File: src/sv/tscd_pkg.sv
// ----------------------------------------------------------------------------
// tscd_pkg
// Types, codes and the CRC-8 byte update shared by the scratchpad decoder.
// ----------------------------------------------------------------------------
package tscd_pkg;

  localparam logic [7:0] FamDs18s20  = 8'h10;
  localparam logic [7:0] FamDs1822   = 8'h22;
  localparam logic [7:0] FamDs18b20  = 8'h28;
  localparam logic [7:0] FamMax31850 = 8'h3B;

  localparam logic [7:0] CrcPoly     = 8'h8C;
  localparam logic [3:0] LastPos     = 4'd8;

  localparam logic signed [19:0] SatMax = 20'sd32767;
  localparam logic signed [19:0] SatMin = -20'sd32768;

  typedef enum logic [1:0] {
    ST_OK         = 2'd0,
    ST_CRC_ERR    = 2'd1,
    ST_BAD_FAMILY = 2'd2
  } status_e;

  typedef struct packed {
    logic        fire;
    logic        crc_ok;
    logic [7:0]  family;
    logic [15:0] word;
    logic [7:0]  count_remain;
  } scratch_t;

  // Maxim CRC-8, reflected, one byte per call
  function automatic logic [7:0] crc8_byte(input logic [7:0] crc_in,
                                           input logic [7:0] data);
    logic [7:0] crc;
    logic [7:0] b;
    logic       mix;
    crc = crc_in;
    b   = data;
    for (int k = 0; k < 8; k++) begin
      mix = crc[0] ^ b[0];
      crc = crc >> 1;
      if (mix) begin
        crc = crc ^ CrcPoly;
      end
      b = b >> 1;
    end
    return crc;
  endfunction

endpackage

File: src/sv/tscd_accum.sv
// ----------------------------------------------------------------------------
// tscd_accum
// Byte position, running CRC and captured scratchpad bytes.
// ----------------------------------------------------------------------------
module tscd_accum (
  input  logic               clk_i,
  input  logic               rst_ni,
  input  logic               step_i,
  input  logic [7:0]         data_byte_i,
  input  logic [7:0]         family_code_i,
  input  logic               first_byte_i,
  output tscd_pkg::scratch_t scratch_o
);
  import tscd_pkg::*;

  logic [3:0] pos_q, pos_d, pos_eff;
  logic [7:0] crc_q, crc_d, crc_eff;
  logic [7:0] lo_q, lo_d, hi_q, hi_d, cr_q, cr_d;
  logic [7:0] fam_q, fam_d, fam_eff;
  logic       restart;

  always_comb begin
    restart = first_byte_i || (pos_q == 4'd0);
    pos_eff = restart ? 4'd0 : pos_q;
    crc_eff = restart ? 8'd0 : crc_q;
    fam_eff = restart ? family_code_i : fam_q;

    lo_d  = lo_q;
    hi_d  = hi_q;
    cr_d  = cr_q;
    fam_d = fam_eff;

    if (pos_eff < LastPos) begin
      crc_d = crc8_byte(crc_eff, data_byte_i);
      pos_d = pos_eff + 4'd1;
      case (pos_eff)
        4'd0:    lo_d = data_byte_i;
        4'd1:    hi_d = data_byte_i;
        4'd6:    cr_d = data_byte_i;
        default: ;
      endcase
    end else begin
      crc_d = 8'd0;
      pos_d = 4'd0;
    end

    scratch_o.fire         = (pos_eff >= LastPos);
    scratch_o.crc_ok       = (crc_eff == data_byte_i);
    scratch_o.family       = fam_eff;
    scratch_o.word         = {hi_q, lo_q};
    scratch_o.count_remain = cr_q;
  end

  always_ff @(posedge clk_i or negedge rst_ni) begin
    if (!rst_ni) begin
      pos_q <= '0;
      crc_q <= '0;
      lo_q  <= '0;
      hi_q  <= '0;
      cr_q  <= '0;
      fam_q <= '0;
    end else if (step_i) begin
      pos_q <= pos_d;
      crc_q <= crc_d;
      lo_q  <= lo_d;
      hi_q  <= hi_d;
      cr_q  <= cr_d;
      fam_q <= fam_d;
    end
  end

endmodule

File: src/sv/tscd_decode.sv
// ----------------------------------------------------------------------------
// tscd_decode
// Family-dependent conversion of the temperature word to 1/16 degree C.
// ----------------------------------------------------------------------------
module tscd_decode (
  input  tscd_pkg::scratch_t  scratch_i,
  output logic signed [15:0]  temp_o,
  output tscd_pkg::status_e   status_o
);
  import tscd_pkg::*;

  logic [15:0]        w;
  logic [3:0]         frac;
  logic signed [19:0] coarse, fine;
  logic signed [15:0] s20_sat;

  always_comb begin
    w      = scratch_i.word;
    frac   = 4'(8'h10 - scratch_i.count_remain);
    coarse = {w[15], w[15:1], 4'b0000};
    fine   = coarse + signed'({16'd0, frac}) - 20'sd4;
    if (fine > SatMax) begin
      s20_sat = 16'sh7FFF;
    end else if (fine < SatMin) begin
      s20_sat = 16'sh8000;
    end else begin
      s20_sat = fine[15:0];
    end

    temp_o   = '0;
    status_o = ST_OK;
    if (!scratch_i.crc_ok) begin
      status_o = ST_CRC_ERR;
    end else begin
      unique case (scratch_i.family)
        FamDs18s20:             temp_o = s20_sat;
        FamDs1822, FamDs18b20:  temp_o = signed'(w);
        FamMax31850:            temp_o = signed'({w[15:2], 2'b00});
        default:                status_o = ST_BAD_FAMILY;
      endcase
    end
  end

endmodule

File: src/sv/temp_scratchpad_crc_decoder.sv
// ----------------------------------------------------------------------------
// temp_scratchpad_crc_decoder
// Scratchpad CRC check and temperature decode for one-wire sensors.
// ----------------------------------------------------------------------------
// Feed the nine scratchpad bytes one request each, tuser high on byte 0 (a
// byte arriving after a completed read also starts a new one). The ninth byte
// is compared with the Maxim CRC-8 of bytes 0..7 and yields one result:
// temperature in signed 1/16 C, status and a valid flag; other bytes yield
// none. One byte per cycle is sustained while the result side does not stall;
// the ninth byte is registered at the input, its result at the output.
module temp_scratchpad_crc_decoder (
  input  logic        clk_i,
  input  logic        rst_ni,
  input  logic        s_axis_tvalid_i,
  output logic        s_axis_tready_o,
  input  logic [15:0] s_axis_tdata_i,  // [7:0] data_byte, [15:8] family_code
  input  logic [0:0]  s_axis_tuser_i,  // [0] first_byte
  output logic        m_axis_tvalid_o,
  input  logic        m_axis_tready_i,
  output logic [15:0] m_axis_tdata_o,  // [15:0] temp_sixteenths
  output logic [2:0]  m_axis_tuser_o   // [1:0] status, [2] reading_valid
);
  import tscd_pkg::*;

  logic               in_valid_q;
  logic [15:0]        in_data_q;
  logic               in_first_q;
  logic               advance;
  logic               load_out;
  scratch_t           scratch;
  logic signed [15:0] temp;
  status_e            status;
  logic               out_valid_q, out_valid_d;
  logic [15:0]        out_temp_q;
  status_e            out_status_q;

  assign advance         = in_valid_q && (!out_valid_q || m_axis_tready_i);
  assign s_axis_tready_o = !in_valid_q || advance;
  assign load_out        = advance && scratch.fire;

  always_ff @(posedge clk_i or negedge rst_ni) begin
    if (!rst_ni) begin
      in_valid_q <= 1'b0;
    end else if (s_axis_tready_o) begin
      in_valid_q <= s_axis_tvalid_i;
    end
  end

  always_ff @(posedge clk_i) begin
    if (s_axis_tready_o && s_axis_tvalid_i) begin
      in_data_q  <= s_axis_tdata_i;
      in_first_q <= s_axis_tuser_i[0];
    end
  end

  tscd_accum u_accum (
    .clk_i         (clk_i),
    .rst_ni        (rst_ni),
    .step_i        (advance),
    .data_byte_i   (in_data_q[7:0]),
    .family_code_i (in_data_q[15:8]),
    .first_byte_i  (in_first_q),
    .scratch_o     (scratch)
  );

  tscd_decode u_decode (
    .scratch_i (scratch),
    .temp_o    (temp),
    .status_o  (status)
  );

  always_comb begin
    out_valid_d = out_valid_q;
    if (load_out) begin
      out_valid_d = 1'b1;
    end else if (m_axis_tready_i) begin
      out_valid_d = 1'b0;
    end
  end

  always_ff @(posedge clk_i or negedge rst_ni) begin
    if (!rst_ni) begin
      out_valid_q <= 1'b0;
    end else begin
      out_valid_q <= out_valid_d;
    end
  end

  always_ff @(posedge clk_i) begin
    if (load_out) begin
      out_temp_q   <= temp;
      out_status_q <= status;
    end
  end

  assign m_axis_tvalid_o = out_valid_q;
  assign m_axis_tdata_o  = out_temp_q;
  assign m_axis_tuser_o  = {out_status_q == ST_OK, out_status_q};

endmodule

File: config.mk
export PLATFORM = sky130hd
export DESIGN_NAME = temp_scratchpad_crc_decoder
export DESIGN_NICKNAME = d
export VERILOG_FILES = /design/src/sv/tscd_pkg.sv /design/src/sv/tscd_accum.sv /design/src/sv/tscd_decode.sv /design/src/sv/temp_scratchpad_crc_decoder.sv
export SDC_FILE = /design/constraint.sdc
export NUM_CORES = 1
export LEC_CHECK = 0
export BUFFER_PORTS_ARGS = -buffer_cell sky130_fd_sc_hd__buf_2
export CAP_MARGIN = 20
export CORE_MARGIN = 4
export CORE_UTILIZATION = 39
export DETAILED_ROUTE_END_ITERATION = 12
export PLACE_DENSITY = 0.54
export SYNTH_ARGS = -nofsm -noshare
export SYNTH_HDL_FRONTEND = slang
export SYNTH_SLANG_ARGS = --single-unit
File: constraint.sdc
create_clock -name clk_i -period 4.3 [get_ports clk_i]
set_input_delay 0 -clock clk_i [delete_from_list [all_inputs] [get_ports clk_i]]
set_output_delay 0 -clock clk_i [all_outputs]
set_load 0.02 [all_outputs]
=== Word-level counts from Yosys, hierarchy flattened ===
Index checks and enable logic that the tools add are counted.

* Bits in registers: 77
* Logic and storage cells: 86
* Bits of input ports: 21

* Eq/ne operators: 7
* Bitwise operators: 16
* Add/sub/neg operators: 4
* Muxes and demuxes: 26
* $lt $le $gt $ge: 4
* Reductions and logical operators: 17

{| class="wikitable"
|+ Operator list
! kind !! number
|-
| $mux 8 || 18
|-
| $pmux 16 s3 || 1
|-
| $mux 16 || 2
|-
| $eq 8x6->1 const B || 3
|-
| $not 2->3 || 8
|-
| $add 19x5->20 || 1
|-
| $gt 20x16->1 const B || 1
|-
| $lt 20x16->1 const B || 1
|-
| $sub 20x4->20 const B || 1
|-
| $reduce_and 3->1 || 3
|-
| $eq 8x5->1 const B || 1
|-
| $eq 8x8->1 || 1
|-
| $logic_not 4->1 || 2
|-
| $mux 4 || 2
|-
| $xor 1x1->1 || 8
|-
| $add 4x1->4 const B || 1
|-
| $eq 4x1->1 const B || 1
|-
| $eq 4x3->1 const B || 1
|-
| $ge 4x4->1 const B || 1
|-
| $lt 4x4->1 const B || 1
|-
| $reduce_or 4->1 || 1
|-
| $sub 1x4->4 const A || 1
|-
| $logic_and 1x1->1 || 3
|-
| $logic_or 1x1->1 || 3
|-
| 6 further kinds || 8
|}

=== Depth between registers and ports, before layout ===
* Depth after elaboration: 27
* Depth in mapped cells: 12

=== Cells and area by module ===
From an unflattened synthesis, not the netlist that was laid out.

* Cell total of the unflattened synthesis: 395
* Area total of the unflattened synthesis: 4,481.8 µm²

{| class="wikitable"
|+ Modules (own cells, without submodules)
! module !! cells an instance !! area an instance (µm²) !! times used !! sequential area each (µm²)
|-
| tscd_accum || 225 || 2,471.1 || 1 || 1,101.1
|-
| temp_scratchpad_crc_decoder || 46 || 1,163.6 || 1 || 1,101.1
|-
| tscd_decode || 124 || 847.1 || 1 || 0.0
|}

=== Least setup slack after synthesis ===
No wires, ideal clock.

* Path type: reg2reg
* Start: register u_accum.cr_q[0]
* End: register out_temp_q[4], in the netlist m_axis_tdata_o[4] (data pin)
* Arrival: 2.411 ns
* Required time: 4.024 ns
* Stages on the path, launching flop included: 13
* Period minus slack after synthesis: 2.687 ns
* Library setup time: 0.276 ns
* Setup slack: 1.613 ns
* Cell sequence: dfrtp_1 -> inv_1 -> ha_1 -> xnor2_1 -> inv_1 -> ha_1 -> nand2b_1 -> nor3_4 -> o41a_1 -> a41o_1 -> o211ai_4 -> buf_6 -> o221ai_1

* Longest elaborated chain between the ends: 7
* Elaborated cells on any way between the ends: 8
* Classes of those cells: add/sub (3); order compare (2); mux (3)

{| class="wikitable"
|+ RTL lines
! what !! RTL line !! source
|-
| from (decl) || tscd_accum.sv:18 || <nowiki>logic [7:0] lo_q, lo_d, hi_q, hi_d, cr_q, cr_d;</nowiki>
|-
| from (signal assigned) || tscd_accum.sv:67 || <nowiki>cr_q <= cr_d;</nowiki>
|-
| $sub 1x4->4 * || tscd_decode.sv:19 || <nowiki>frac = 4'(8'h10 - scratch_i.count_remain);</nowiki>
|-
| $add 19x5->20 * || tscd_decode.sv:21 || <nowiki>fine = coarse + signed'({16'd0, frac}) - 20'sd4;</nowiki>
|-
| $sub 20x4->20 * || tscd_decode.sv:21 ||
|-
| $lt 20x16->1 || tscd_decode.sv:24 || <nowiki>end else if (fine < SatMin) begin</nowiki>
|-
| $mux 16 || tscd_decode.sv:24 ||
|-
| $mux 16 * || tscd_decode.sv:22 || <nowiki>if (fine > SatMax) begin</nowiki>
|-
| $pmux 16 s3 * || tscd_decode.sv:35 || <nowiki>unique case (scratch_i.family)</nowiki>
|-
| to (signal assigned) || temp_scratchpad_crc_decoder.sv:91 || <nowiki>out_temp_q <= temp;</nowiki>
|-
| to (decl) || temp_scratchpad_crc_decoder.sv:34 || <nowiki>logic [15:0] out_temp_q;</nowiki>
|}

Every way passes the cells marked *; elsewhere a longest branch is shown, timed or not.
A chain may end at the register's enable or synchronous reset.

=== Worst setup path after layout ===
* Start: register u_accum.pos_q[1]
* End: register out_temp_q[7], in the netlist m_axis_tdata_o[7] (data pin)

* Longest elaborated chain between the ends: 6
* Elaborated cells on any way between the ends: 11
* Classes of those cells: eq/ne (5); mux (3); reduce/logical (3)

{| class="wikitable"
|+ RTL lines
! what !! RTL line !! source
|-
| from (decl) || tscd_accum.sv:16 || <nowiki>logic [3:0] pos_q, pos_d, pos_eff;</nowiki>
|-
| from (signal assigned) || tscd_accum.sv:63 || <nowiki>pos_q <= pos_d;</nowiki>
|-
| $logic_not 4->1 * || tscd_accum.sv:23 || <nowiki>restart = first_byte_i || (pos_q == 4'd0);</nowiki>
|-
| $logic_or 1x1->1 * || tscd_accum.sv:23 ||
|-
| $mux 8 || tscd_accum.sv:26 || <nowiki>fam_eff = restart ? family_code_i : fam_q;</nowiki>
|-
| $eq 8x6->1 || tscd_decode.sv:35 ||
|-
| $reduce_or 2->1 || n/a ||
|-
| $pmux 16 s3 || tscd_decode.sv:35 ||
|}

Marked as above.

==> flow_metrics.py <==
metrics = {
    "outcome": {
        "status": "complete, no violations",
    },
    "layout": {
        "area_growth_pct": 16.5,
        "layout_commonest_cell": "dfrtp_1",
        "drive_gt1_frac": 0.254,
        "fill_cells": 1003,
        "multiInputGateArea_um2": 1980,
        "nNetsFinal": 440,
        "final_cell_mix": "42 x dfrtp_1, 41 x buf_2, 38 x nand2_1, 35 x edfxtp_1, 27 x xnor2_1",
        "seqCellArea_um2": 2100,
        "diodes": 0,
        "post-route-util": 0.472,
    },
    "power_and_ir_drop": {
        "p_total_mw": 2.73,
        "leakage_nw": 1.92,
        "powerDensity_nw_per_um2": 552,
        "ir_drop_v": 0.000251,
    },
    "sta": {
        "fmax_mhz": 307,
        "slew_headroom": 0.529,
        "finalSetupViolCount": 0,
        "post-route-period-util": 0.757,
        "fin_setup_tns_ns": 0,
        "worstMarginPinSlew_ns": 0.705,
        "period_needed_ns": 3.26,
        "slew_viol_final": 0,
        "skew_ns": 0.00949,
        "fin_hold_ws_ns": 0.0191,
        "rsz0062_at_grt": "false",
        "hold_violations": 0,
    },
    "global_route": {
        "grt_overflow": 0,
        "grt_max_degree": 43,
        "grt_pass1_vias": 2974,
        "grt_pass1_wl_mm": 15.6,
        "grt_usage": 0.156,
        "antenna_found_initial": 0,
    },
    "clock_tree": {
        "cts.sinks": 77,
        "root_buffer": "clkbuf_8",
        "cts_tree": "built",
        "cts_made_buffers": 9,
        "h-tree-depth": 3,
        "clk-insertion-delay-late_ns": 0.36,
        "clk_pin_slew_worst_paths_ns": 0.09,
        "clock_path_buffers": 2,
    },
    "die": {
        "start_util": 0.406,
        "rows": 37,
        "ios": 42,
        "dieArea_um2": 12600,
        "fp.dieW_um": 112,
        "core_um2": 10500,
        "die_h_um": 112,
    },
    "drt": {
        "drt_iter0_drc": 146,
        "vias": 2999,
        "firstDrtPassIters": 4,
        "drt-total-wl_mm": 9.34,
        "ant_nets": 0,
        "viasPerCell": 5.41,
        "wl_per_cell_um": 16.9,
        "drc_errors": 0,
    },
    "synth": {
        "postSynth.asyncResetShare": 0.545,
        "ys_ff_latch": 77,
        "ys.flop_type": "dfrtp_1",
        "yosys-top-cells-area": "dfrtp_1 25%, edfxtp_1 25%, mux2_2 6.9%",
        "yosysWarnings": 0,
        "seq_area_frac_synth": 0.495,
        "synth_cells": 358,
        "netlist_area_um2": 4240,
        "syn_nets": 385,
        "synth_largest_area_cell": "dfrtp_1",
        "yosysUniqueCellTypes": 65,
        "yosysTopAreaCellShare": 0.248,
        "synth_edf_count": 35,
        "synth.avg_cell_area_um2": 11.9,
    },
    "hold_path": {
        "min_path_type": "input port to async pin",
    },
    "worst_setup_path": {
        "cp.arrival_ns": 3.43,
        "worst_setup_path_start_kind": "register",
        "worstSetupPathType": "register to register",
        "crit_path_max_fanout": 17,
        "cp.required_ns": 4.48,
        "worstSetupEndpointType": "register",
    },
    "run": {
        "drv_cap": 0,
    },
    "place": {
        "globalplace.congestion": 0.814,
        "portBuffers": 41,
        "dp_hpwl_mm": 6.42,
    },
}
critical path, cell delays in order (launching register included):
cell	delay (ns)
dfrtp_1	0.44
nor4_4	0.65
nor3b_1	0.14
xnor2_1	0.40
and4_2	0.57
nand4_1	0.62
o221ai_1	0.25
layout make-up:
class                      instances  share of cell area
tap                              136              0.0344
timing repair buffer              65              0.0911
clock buffer                      10              0.0278
inverter                           8             0.00608
clock inverter                     6              0.0142
sequential                        77               0.425
multi-input combinational        252               0.401
through the flow:
step / std cells / cell area (µm²) / setup WS [ns]
6_report: 554 / 4940 / 1.04
4_1_cts: 553 / 4920 / 1.01
2_1_floorplan: 358 / 4240 / 1.61
5_1_grt: 554 / 4940 / 0.727
3_3_place_gp: 516 / 4500 / 1.18
3_5_place_dp: 516 / 4500 / 1.00
flip-flops by register name (all words and copies together) (netlist names):
register / flops
u_accum.fam_q: 8
out_status_q: 2
u_accum.lo_q: 8
u_accum.pos_q: 4
u_accum.cr_q: 4
m_axis_tdata_o: 16
in_valid_q: 1
u_accum.crc_q: 8
m_axis_tvalid_o: 1
u_accum.hi_q: 8
in_data_q: 16
in_first_q: 1
cell usage after synthesis, drive strengths merged (2+ instances only):
library cell and n:
o41ai 2, or3 2, xnor3 2, nor2 19, or4 3, nor3 10, a22o 3, ha 6
nand3 4, nor4bb 3, inv 8, o2bb2ai 2, dfrtp 42, nor3b 6, o32ai 2, a21oi 8
buf 11, xnor2 29, mux2i 3, xor2 10, nand2b 7, edfxtp 35, clkbuf 9, nand4 2
mux2 26, nor4 7, nand2 38, a31oi 2, o211ai 3, o221ai 14, and2 3, o31ai 2
and4 3, o21ai 15
where the power goes:
| part | internal [mW] | switching [mW] | total, mW |
|---|---|---|---|
| registers | 0.932 | 0.276 | 1.21 |
| logic | 0.508 | 0.434 | 0.941 |
| clock network | 0.289 | 0.288 | 0.578 |
cell families (layout without fill, tap and decap cells):
group                    after synthesis  count (layout)  share of synthesized area
AND/OR/NAND/NOR                      113             113                      0.152
flip-flops                            77              77                      0.495
AO/OA/AOI/OAI                         62              62                      0.119
XOR/XNOR                              42              42                      0.100
multiplexers                          29              29                     0.0790
buffers and inverters                 29              89                     0.0375
adder cells (fa/ha/maj)                6               6                     0.0177
path summary, 6_finish.rpt:
kind	start	endpoint	slack, ns	cells past startpoint
setup / recovery	u_accum.pos_q[1]	m_axis_tdata_o[7]	1.04	6
max in group asynchronous	rst_ni	u_accum.lo_q[3]	3.81	3
min in group clk_i	s_axis_tdata_i[9]	in_data_q[9]	0.35	2
setup reg to reg	u_accum.pos_q[1]	m_axis_tdata_o[7]	1.04	6
hold reg to reg	u_accum.crc_q[4]	u_accum.crc_q[4]	0.51	2
hold / removal	rst_ni	u_accum.fam_q[6]	0.02	2
timing repair:
| item | 4_1_cts | 5_1_grt |
|---|---|---|
| hold endpoints to repair | 61 | 0 |
| hold buffers | 21 | 0 |
| resized for setup | 0 | 0 |
| setup buffers | 0 | 0 |
routing by layer:
| layer | vias to the layer above | global-route usage | wire length (µm) |
|---|---|---|---|
| met3 | 14 | 0.0329 | 394 |
| met1 | 1471 | 0.206 | 4330 |
| li1 | 1439 | - | - |
| met4 | 0 | 0.0601 | 128 |
| met5 | - | 0 | 0 |
| met2 | 75 | 0.253 | 4490 |
No activity file was read; power rests on OpenSTA's default activity.
